===== src/hdl/g4rle_pkg.sv =====
// Package for the 4-bit grey run-length encoder.
// Holds run limits, queue sizing, the code and queue-entry types, and the colour helper.
// No dependencies.
package g4rle_pkg;

  localparam int unsigned LONG_RUN_LIMIT  = 4095;
  localparam int unsigned SHORT_RUN_LIMIT = 15;
  localparam int unsigned QUEUE_DEPTH     = 4;
  localparam int unsigned QUEUE_PTR_W     = $clog2(QUEUE_DEPTH);
  localparam int unsigned QUEUE_CNT_W     = $clog2(QUEUE_DEPTH + 1);

  localparam int unsigned COLOUR_W = 4;
  localparam int unsigned LEN_W    = 12;

  localparam logic [LEN_W-1:0] LONG_LIMIT  = LEN_W'(LONG_RUN_LIMIT & 'hFFF);
  localparam logic [LEN_W-1:0] SHORT_LIMIT = LEN_W'(SHORT_RUN_LIMIT);

  localparam logic [COLOUR_W-1:0] COLOUR_BLACK = 4'h0;
  localparam logic [COLOUR_W-1:0] COLOUR_WHITE = 4'hF;

  typedef struct packed {
    logic [COLOUR_W-1:0] colour;
    logic [LEN_W-1:0]    len;
  } code_t;

  // One accepted pixel's output: up to two run codes, in order a then b.
  typedef struct packed {
    logic  a_valid;
    code_t a;
    logic  b_valid;
    code_t b;
    logic  frame_last;
  } entry_t;

  function automatic logic is_long(input logic [COLOUR_W-1:0] colour);
    return (colour == COLOUR_BLACK) || (colour == COLOUR_WHITE);
  endfunction

endpackage


===== src/hdl/g4rle_front.sv =====
// Front end of the 4-bit grey run-length encoder: tracks the open run and
// classifies each pixel into zero, one or two run codes for the queue.
// Depends on g4rle_pkg.
module g4rle_front (
  input  logic              clk_i,
  input  logic              rst_ni,
  input  logic              s_tvalid_i,
  output logic              s_tready_o,
  input  logic [7:0]        s_tdata_i,   // [7:0] pixel
  input  logic              s_tlast_i,   // last_pixel
  input  logic              q_full_i,
  output logic              q_push_o,
  output g4rle_pkg::entry_t q_entry_o
);

  logic [g4rle_pkg::COLOUR_W-1:0] colour_q, colour_d;
  logic                           open_q, open_d;
  logic [g4rle_pkg::LEN_W-1:0]    len_q, len_d;

  logic [g4rle_pkg::COLOUR_W-1:0] pix_colour;
  logic [g4rle_pkg::COLOUR_W-1:0] run_colour;
  logic [g4rle_pkg::LEN_W-1:0]    run_len;
  logic [g4rle_pkg::LEN_W-1:0]    limit;
  logic                           same;
  logic                           hit;
  logic                           accept;

  assign s_tready_o = !q_full_i;
  assign accept     = s_tvalid_i && s_tready_o;
  assign pix_colour = s_tdata_i[7:4];
  assign same       = open_q && (pix_colour == colour_q);

  always_comb begin
    run_colour = same ? colour_q : pix_colour;
    run_len    = same ? len_q + 1'b1 : {{(g4rle_pkg::LEN_W-1){1'b0}}, 1'b1};
    limit      = g4rle_pkg::is_long(run_colour) ? g4rle_pkg::LONG_LIMIT
                                                 : g4rle_pkg::SHORT_LIMIT;
    hit        = run_len >= limit;

    q_entry_o.a_valid    = open_q && !same;
    q_entry_o.a.colour   = colour_q;
    q_entry_o.a.len      = len_q;
    q_entry_o.b_valid    = hit || s_tlast_i;
    q_entry_o.b.colour   = run_colour;
    q_entry_o.b.len      = run_len;
    q_entry_o.frame_last = s_tlast_i;
    q_push_o = accept && (q_entry_o.a_valid || q_entry_o.b_valid);

    colour_d = colour_q;
    open_d   = open_q;
    len_d    = len_q;
    if (accept) begin
      colour_d = run_colour;
      open_d   = 1'b1;
      len_d    = run_len;
      if (hit || s_tlast_i) begin
        open_d = 1'b0;
        len_d  = '0;
      end
      if (s_tlast_i) begin
        colour_d = '0;
      end
    end
  end

  always_ff @(posedge clk_i or negedge rst_ni) begin
    if (!rst_ni) begin
      colour_q <= '0;
      open_q   <= 1'b0;
      len_q    <= '0;
    end else begin
      colour_q <= colour_d;
      open_q   <= open_d;
      len_q    <= len_d;
    end
  end

endmodule


===== src/hdl/g4rle_queue.sv =====
// Short FIFO of run-code entries between the encoder front and back ends.
// Flip-flop storage, head entry read combinationally. Depends on g4rle_pkg.
module g4rle_queue (
  input  logic              clk_i,
  input  logic              rst_ni,
  input  logic              push_i,
  input  g4rle_pkg::entry_t entry_i,
  output logic              full_o,
  input  logic              pop_i,
  output logic              empty_o,
  output g4rle_pkg::entry_t head_o
);

  g4rle_pkg::entry_t                mem_q [g4rle_pkg::QUEUE_DEPTH];
  logic [g4rle_pkg::QUEUE_PTR_W-1:0] wr_ptr_q, wr_ptr_d;
  logic [g4rle_pkg::QUEUE_PTR_W-1:0] rd_ptr_q, rd_ptr_d;
  logic [g4rle_pkg::QUEUE_CNT_W-1:0] cnt_q, cnt_d;

  localparam logic [g4rle_pkg::QUEUE_PTR_W-1:0] LastPtr =
    g4rle_pkg::QUEUE_PTR_W'(g4rle_pkg::QUEUE_DEPTH - 1);
  localparam logic [g4rle_pkg::QUEUE_CNT_W-1:0] FullCnt =
    g4rle_pkg::QUEUE_CNT_W'(g4rle_pkg::QUEUE_DEPTH);

  assign full_o  = cnt_q == FullCnt;
  assign empty_o = cnt_q == '0;
  assign head_o  = mem_q[rd_ptr_q];

  always_comb begin
    wr_ptr_d = wr_ptr_q;
    rd_ptr_d = rd_ptr_q;
    cnt_d    = cnt_q;
    if (push_i) begin
      wr_ptr_d = (wr_ptr_q == LastPtr) ? '0 : wr_ptr_q + 1'b1;
    end
    if (pop_i) begin
      rd_ptr_d = (rd_ptr_q == LastPtr) ? '0 : rd_ptr_q + 1'b1;
    end
    if (push_i && !pop_i) begin
      cnt_d = cnt_q + 1'b1;
    end else if (pop_i && !push_i) begin
      cnt_d = cnt_q - 1'b1;
    end
  end

  always_ff @(posedge clk_i) begin
    if (push_i) begin
      mem_q[wr_ptr_q] <= entry_i;
    end
  end

  always_ff @(posedge clk_i or negedge rst_ni) begin
    if (!rst_ni) begin
      wr_ptr_q <= '0;
      rd_ptr_q <= '0;
      cnt_q    <= '0;
    end else begin
      wr_ptr_q <= wr_ptr_d;
      rd_ptr_q <= rd_ptr_d;
      cnt_q    <= cnt_d;
    end
  end

endmodule


===== src/hdl/g4rle_back.sv =====
// Back end of the 4-bit grey run-length encoder: serializes queued run codes
// into bytes through a registered output stage. Depends on g4rle_pkg.
module g4rle_back (
  input  logic              clk_i,
  input  logic              rst_ni,
  input  logic              q_empty_i,
  input  g4rle_pkg::entry_t q_head_i,
  output logic              q_pop_o,
  output logic              m_tvalid_o,
  input  logic              m_tready_i,
  output logic [7:0]        m_tdata_o,   // [7:0] out_byte
  output logic              m_tuser_o,   // run_last
  output logic              m_tlast_o    // frame_last
);

  g4rle_pkg::entry_t cur_q, cur_d;
  logic              cur_valid_q, cur_valid_d;
  logic              sel_b_q, sel_b_d;
  logic              lo_q, lo_d;
  logic              tvalid_q, tvalid_d;
  logic [7:0]        tdata_q, tdata_d;
  logic              tuser_q, tuser_d;
  logic              tlast_q, tlast_d;

  g4rle_pkg::code_t code;
  logic             long_code;
  logic [7:0]       byte_v;
  logic             code_end;
  logic             entry_end;
  logic             emit;

  assign m_tvalid_o = tvalid_q;
  assign m_tdata_o  = tdata_q;
  assign m_tuser_o  = tuser_q;
  assign m_tlast_o  = tlast_q;

  always_comb begin
    code      = sel_b_q ? cur_q.b : cur_q.a;
    long_code = g4rle_pkg::is_long(code.colour);
    if (!long_code) begin
      byte_v = {code.colour, code.len[3:0]};
    end else if (lo_q) begin
      byte_v = code.len[7:0];
    end else begin
      byte_v = {code.colour, code.len[11:8]};
    end
    code_end  = !long_code || lo_q;
    entry_end = code_end && (sel_b_q || !cur_q.b_valid);
    emit      = cur_valid_q && (!tvalid_q || m_tready_i);
    q_pop_o   = !q_empty_i && (!cur_valid_q || (emit && entry_end));

    tvalid_d = tvalid_q;
    tdata_d  = tdata_q;
    tuser_d  = tuser_q;
    tlast_d  = tlast_q;
    if (emit) begin
      tvalid_d = 1'b1;
      tdata_d  = byte_v;
      tuser_d  = entry_end;
      tlast_d  = entry_end && cur_q.frame_last;
    end else if (m_tready_i) begin
      tvalid_d = 1'b0;
    end

    cur_d       = cur_q;
    cur_valid_d = cur_valid_q;
    sel_b_d     = sel_b_q;
    lo_d        = lo_q;
    if (emit) begin
      if (!code_end) begin
        lo_d = 1'b1;
      end else if (!entry_end) begin
        lo_d    = 1'b0;
        sel_b_d = 1'b1;
      end else begin
        lo_d        = 1'b0;
        cur_valid_d = 1'b0;
      end
    end
    if (q_pop_o) begin
      cur_d       = q_head_i;
      cur_valid_d = 1'b1;
      sel_b_d     = !q_head_i.a_valid;
      lo_d        = 1'b0;
    end
  end

  always_ff @(posedge clk_i) begin
    cur_q   <= cur_d;
    tdata_q <= tdata_d;
    tuser_q <= tuser_d;
    tlast_q <= tlast_d;
  end

  always_ff @(posedge clk_i or negedge rst_ni) begin
    if (!rst_ni) begin
      cur_valid_q <= 1'b0;
      sel_b_q     <= 1'b0;
      lo_q        <= 1'b0;
      tvalid_q    <= 1'b0;
    end else begin
      cur_valid_q <= cur_valid_d;
      sel_b_q     <= sel_b_d;
      lo_q        <= lo_d;
      tvalid_q    <= tvalid_d;
    end
  end

  a_frame_ends_run: assert property (@(posedge clk_i) disable iff (!rst_ni)
    m_tvalid_o && m_tlast_o |-> m_tuser_o)
    else $error("frame end without run end");

  a_lo_needs_entry: assert property (@(posedge clk_i) disable iff (!rst_ni)
    lo_q |-> cur_valid_q && long_code)
    else $error("low byte phase on a short code or no entry");

  a_code_a_present: assert property (@(posedge clk_i) disable iff (!rst_ni)
    cur_valid_q && !sel_b_q |-> cur_q.a_valid)
    else $error("serializing an absent first code");

  a_code_b_present: assert property (@(posedge clk_i) disable iff (!rst_ni)
    cur_valid_q && sel_b_q |-> cur_q.b_valid)
    else $error("serializing an absent second code");

endmodule


===== src/hdl/gray4_run_length_encoder.sv =====
// Run-length encoder for 4-bit grey images: pixel in, encoded bytes out.
// Throughput: one pixel per cycle into the front end while the queue has room;
// one byte per cycle out while m_tready_i is high; a pixel yields 0 to 4 bytes.
// A pixel's first byte passes the queue, the current-entry register and the output stage.
// Reset: asynchronous, active low; clears the open run, the queue and the output stage.
// Depends on g4rle_pkg, g4rle_front, g4rle_queue, g4rle_back.
module gray4_run_length_encoder (
  input  logic       clk_i,
  input  logic       rst_ni,
  input  logic       s_tvalid_i,
  output logic       s_tready_o,
  input  logic [7:0] s_tdata_i,   // [7:0] pixel
  input  logic       s_tlast_i,   // last_pixel
  output logic       m_tvalid_o,
  input  logic       m_tready_i,
  output logic [7:0] m_tdata_o,   // [7:0] out_byte
  output logic       m_tuser_o,   // run_last
  output logic       m_tlast_o    // frame_last
);

  logic              q_push;
  logic              q_full;
  logic              q_pop;
  logic              q_empty;
  g4rle_pkg::entry_t q_entry;
  g4rle_pkg::entry_t q_head;

  g4rle_front u_front (
    .clk_i      (clk_i),
    .rst_ni     (rst_ni),
    .s_tvalid_i (s_tvalid_i),
    .s_tready_o (s_tready_o),
    .s_tdata_i  (s_tdata_i),
    .s_tlast_i  (s_tlast_i),
    .q_full_i   (q_full),
    .q_push_o   (q_push),
    .q_entry_o  (q_entry)
  );

  g4rle_queue u_queue (
    .clk_i   (clk_i),
    .rst_ni  (rst_ni),
    .push_i  (q_push),
    .entry_i (q_entry),
    .full_o  (q_full),
    .pop_i   (q_pop),
    .empty_o (q_empty),
    .head_o  (q_head)
  );

  g4rle_back u_back (
    .clk_i      (clk_i),
    .rst_ni     (rst_ni),
    .q_empty_i  (q_empty),
    .q_head_i   (q_head),
    .q_pop_o    (q_pop),
    .m_tvalid_o (m_tvalid_o),
    .m_tready_i (m_tready_i),
    .m_tdata_o  (m_tdata_o),
    .m_tuser_o  (m_tuser_o),
    .m_tlast_o  (m_tlast_o)
  );

endmodule


===== config.mk =====
export PLATFORM = sky130hd
export DESIGN_NAME = gray4_run_length_encoder
export DESIGN_NICKNAME = d
export VERILOG_FILES = /design/src/hdl/g4rle_pkg.sv /design/src/hdl/g4rle_front.sv /design/src/hdl/g4rle_queue.sv /design/src/hdl/g4rle_back.sv /design/src/hdl/gray4_run_length_encoder.sv
export SDC_FILE = /design/constraint.sdc
export NUM_CORES = 1
export LEC_CHECK = 0
export BUFFER_PORTS_ARGS = -buffer_cell sky130_fd_sc_hd__buf_2
export CORE_UTILIZATION = 30
export DETAILED_ROUTE_END_ITERATION = 8
export PLACE_DENSITY_LB_ADDON = 0.2
export SLEW_MARGIN = 10
export SYNTH_ARGS = -nofsm -noshare
export SYNTH_HDL_FRONTEND = slang
export SYNTH_SLANG_ARGS = --single-unit

===== constraint.sdc =====
create_clock -name clk_i -period 4.6 [get_ports clk_i]
set_input_delay 1.15 -clock clk_i [delete_from_list [all_inputs] [get_ports clk_i]]
set_output_delay 1.15 -clock clk_i [all_outputs]
set_load 0.05 [all_outputs]

==> reports/results.txt <==
The most common cell after layout, fill and taps aside was sky130_fd_sc_hd__edfxtp_1. For the number of buffers inserted by post-CTS setup repair, the log shows 0. The tools report the kind of capture point of the worst setup path as a flop.

The initial antenna violation count was 0. The power density of the placed cells is 639 nW/µm², and the depth of the CTS H-tree is 1. Max-cap violations in this run came to 0.

In this run the tool buffered the top-level ports with 20 buffer cells. The analysis attributes to cell leakage a power of 3.54 nW. Measured along the x axis, the die boundary spans 170 µm.

After detailed routing, the total wire length is 16400 µm. The run gives 73.3% as the post-synthesis sequential area ratio. The critical path starts at s_tdata_i[5].

The overall die area is 29000 µm². Clock skew on the completed layout was measured at 0.0254 ns. The flow ran to the end, and the final reports show no timing, DRC or antenna violations. The repair_antennas step left the layout with diodes totalling 0.

The number of nets in the synthesized netlist is 484. The count of cells along the worst hold path was 1. Counting the fill cells in the layout gives 2633.

Based on the critical path, the design can be clocked at up to 0.231 GHz. The minimum clock period was 4.34 ns. The min-delay analysis places its worst path in the category reg2reg.

The synthesized design contains 212 register bits. For the number of pins exceeding their max-slew limit in the final report, the log shows 0. The setup-violating endpoint count in the final report is 0, and the number of antenna-violating nets in the routed design is 0. The master cell of the clock root buffer was sky130_fd_sc_hd__clkbuf_16. Number of synthesized flops with an enable pin: 184.

Of all flip-flops after synthesis, the portion carrying an async set or reset was 13.2%. The final layout contains 540 nets. The logs give 0.265 ns for the smallest setup slack after layout and 212 for the TritonCTS sink count. Placer's final routability congestion estimate: 0.730. Setup repair after global routing left no endpoint under its margin. The total overflow left after global routing is 0. The remaining design rule violation count is 0, and the vias per cell is 4.57. OpenSTA, run right after detailed placement, puts the worst setup slack at -0.277 ns.

The largest net degree at the start of global routing came out at 38. The first global-routing pass estimated 25700 µm of wire. In the final layout, the share of cells above drive strength 1 is 27.3%. Summing over every cut layer, the via total after detailed routing is 4139. Predominant post-synthesis flop cell: sky130_fd_sc_hd__edfxtp_1. The top fanout value on the critical path is 15, and the area of the mapped netlist is 8490 µm². The first routing iteration left 258 violations. Kind of start point of the critical path: a primary input. The overall fraction of global-route tracks in use was 11.8%; the maximum VDD drop was 0.000219 V. For this run, the detailed router's first-pass iteration total came to 4.

In this run the standard cell core region covers 27800 µm². The critical path start-end classification was in2reg. The logs give 36.3% for the relative slew slack and 906 for the count of placed standard cells in the final layout, fillers left out. The tools report the via count of the first global-routing pass as 4360.

For this design the top-level I/O count stands at 25. Of the available clock period, the critical path in the final layout requires 94.2%. The initial utilization of the core area, before any placement, comes to 30.6%. The die is 170 µm tall. The tools report the beginning of the worst hold path as u_queue.cnt_q[2].

TritonCTS built the clock tree. Data on the critical path arrives at its endpoint at 4.74 ns. For the pin with the worst max-slew slack, the measured transition is 0.955 ns. The count of unique library cells instantiated by Yosys came out at 44.

Once placement completed, the tool counted placed cells totaling 864. The average cell area after synthesis works out to 18.7 µm². After floorplanning, the core was divided into 61 placement rows. After detailed routing, the average wire length per cell comes to 18.1 µm. During synthesis, Yosys emitted a total of 0 warnings.

The run gives 455 as the gate count after technology mapping. The register-to-register setup slack is 0.46 ns, and the number of cells on the worst reg-to-reg path is 18. After clock tree synthesis, the clock-pin slew on the worst setup and hold paths is 0.05 ns. TritonCTS created 23 clock buffers. Compared with the post-synthesis result, the final layout area differs by 18.1%. STA puts the critical path data required time at 5.01 ns.

Setup total negative slack on the finished layout was measured at 0 ns. The clock passes through at most 3 buffers. The tools report the hold buffer count at cts as 0.

For the half-perimeter wire length of the detailed placement result, the log shows 10100 µm. For the latest clock arrival within the worst-skew pair, the log shows 0.51 ns. Critical register-to-register path startpoint: u_front.len_q[0].

After clock tree synthesis, the repair step resized 0 gates. Final hold violation count: 0. Leaving out fill and tap cells, the most frequent cells in the layout are sky130_fd_sc_hd__edfxtp_1 (184), sky130_fd_sc_hd__mux4_2 (39), sky130_fd_sc_hd__nand2_1 (30), sky130_fd_sc_hd__buf_4 (27), sky130_fd_sc_hd__dfrtp_1 (27).
routing by layer:
layer / track usage (%) / up-vias / share of wire, %
li1: - / 1912 / -
met1: 15.5 / 2157 / 46
met2: 20.4 / 47 / 50
met3: 1.56 / 23 / 2.7
met4: 3.76 / 0 / 1.6
met5: 0 / - / 0
logic make-up (layout without fill, tap and decap cells):
family | count (synthesis) | after routing | synth area share, %
AOI/OAI and AO/OA | 33 | 33 | 2.87
xor gates and xnor gates | 16 | 16 | 1.65
adders and majority gates | 16 | 16 | 2.45
buffers and inverters | 30 | 103 | 1.41
DFF | 212 | 212 | 73.3
muxes | 58 | 58 | 12.8
and+or+nand+nor | 90 | 90 | 5.53
power breakdown:
part	internal [mW]	switching (mW)	total, mW	leakage [nW]
Clock	1.10	0.712	1.81	0.369
Combinational	0.693	0.948	1.64	1.10
Sequential	2.72	0.242	2.96	2.08
path summary, 6_finish.rpt:
check,endpoint
max in group asynchronous,u_queue.rd_ptr_q[0]
worst min-delay path,u_queue.cnt_q[2]
worst max-delay path,u_queue.cnt_q[2]
worst min register to register,u_queue.cnt_q[2]
min in group asynchronous,u_back.cur_valid_q
worst max register to register,u_queue.cnt_q[2]
critical path, stage by stage:
cell and delay [ns]:
sky130_fd_sc_hd__buf_2 0.14, sky130_fd_sc_hd__xor2_1 0.17, sky130_fd_sc_hd__nor4_4 0.35, sky130_fd_sc_hd__nand2_1 0.14
sky130_fd_sc_hd__buf_4 0.21, sky130_fd_sc_hd__nor2_1 0.27, sky130_fd_sc_hd__ha_1 0.21, sky130_fd_sc_hd__and4_1 0.24
sky130_fd_sc_hd__and4bb_2 0.24, sky130_fd_sc_hd__nand4_1 0.12, sky130_fd_sc_hd__a31oi_1 0.27, sky130_fd_sc_hd__buf_4 0.17
sky130_fd_sc_hd__ha_1 0.16, sky130_fd_sc_hd__inv_1 0.06, sky130_fd_sc_hd__fa_1 0.39, sky130_fd_sc_hd__xor2_1 0.16
sky130_fd_sc_hd__nor2_1 0.12, sky130_fd_sc_hd__xor2_1 0.17
cells in the mapped netlist (3+ instances only):
cell                       count  area [µm²]
sky130_fd_sc_hd__a21o_1        3        22.5
sky130_fd_sc_hd__a21oi_1       3        15.0
sky130_fd_sc_hd__and2_1        8        50.1
sky130_fd_sc_hd__and4_1        4        35.0
sky130_fd_sc_hd__buf_2         3        15.0
sky130_fd_sc_hd__clkbuf_1     15        56.3
sky130_fd_sc_hd__dfrtp_1      28         701
sky130_fd_sc_hd__edfxtp_1    184        5530
sky130_fd_sc_hd__ha_1         15         188
sky130_fd_sc_hd__inv_1         9        33.8
sky130_fd_sc_hd__mux2_2        4        45.0
sky130_fd_sc_hd__mux2i_1      13         130
sky130_fd_sc_hd__mux4_2       39         878
sky130_fd_sc_hd__nand2_1      30         113
sky130_fd_sc_hd__nand2b_1      7        43.8
sky130_fd_sc_hd__nand3_1       4        20.0
sky130_fd_sc_hd__nand4_1       5        31.3
sky130_fd_sc_hd__nor2_1       22        82.6
sky130_fd_sc_hd__o21ai_0       9        45.0
sky130_fd_sc_hd__o41ai_1       8        70.1
sky130_fd_sc_hd__xnor2_1       4        35.0
sky130_fd_sc_hd__xor2_1       12         105
area by class of cell:
type | instances | area, µm² | area share, %
tap | 378 | 473 | 4.72
clock buffer | 33 | 653 | 6.51
multi-input combinational | 213 | 2160 | 21.5
inverter | 10 | 37.5 | 0.374
sequential | 212 | 6230 | 62.1
timing repair buffer | 51 | 383 | 3.82
clock inverter | 9 | 100 | 0.998
sequential cells by signal, summed over array words and instances (netlist names):
register and flops:
u_back.m_tvalid_o 1, u_queue.rd_ptr_q 2, u_front.len_q 12, u_queue.mem_q 140
u_back.sel_b_q 1, u_back.cur_valid_q 1, u_back.cur_q 34, u_front.colour_q 4
u_back.m_tdata_o 8, u_front.open_q 1, u_back.m_tlast_o 1, u_back.m_tuser_o 1
u_queue.cnt_q 3, u_queue.wr_ptr_q 2, u_back.lo_q 1
metrics by stage:
step | power [mW] | hold WS [ns] | utilization, % | cell area (µm²)
after floorplan | 4.13 | 0.457 | - | 8500
after global placement | 4.66 | 0.475 | 33.4 | 9280
after detailed placement | 4.71 | 0.495 | 33.4 | 9280
after CTS | 6.55 | 0.522 | 36.1 | 10000
after global routing | 6.76 | 0.545 | 36.1 | 10000
final | 6.41 | 0.514 | 36.1 | 10000
Note: power is estimated with default switching activity, not from simulation.
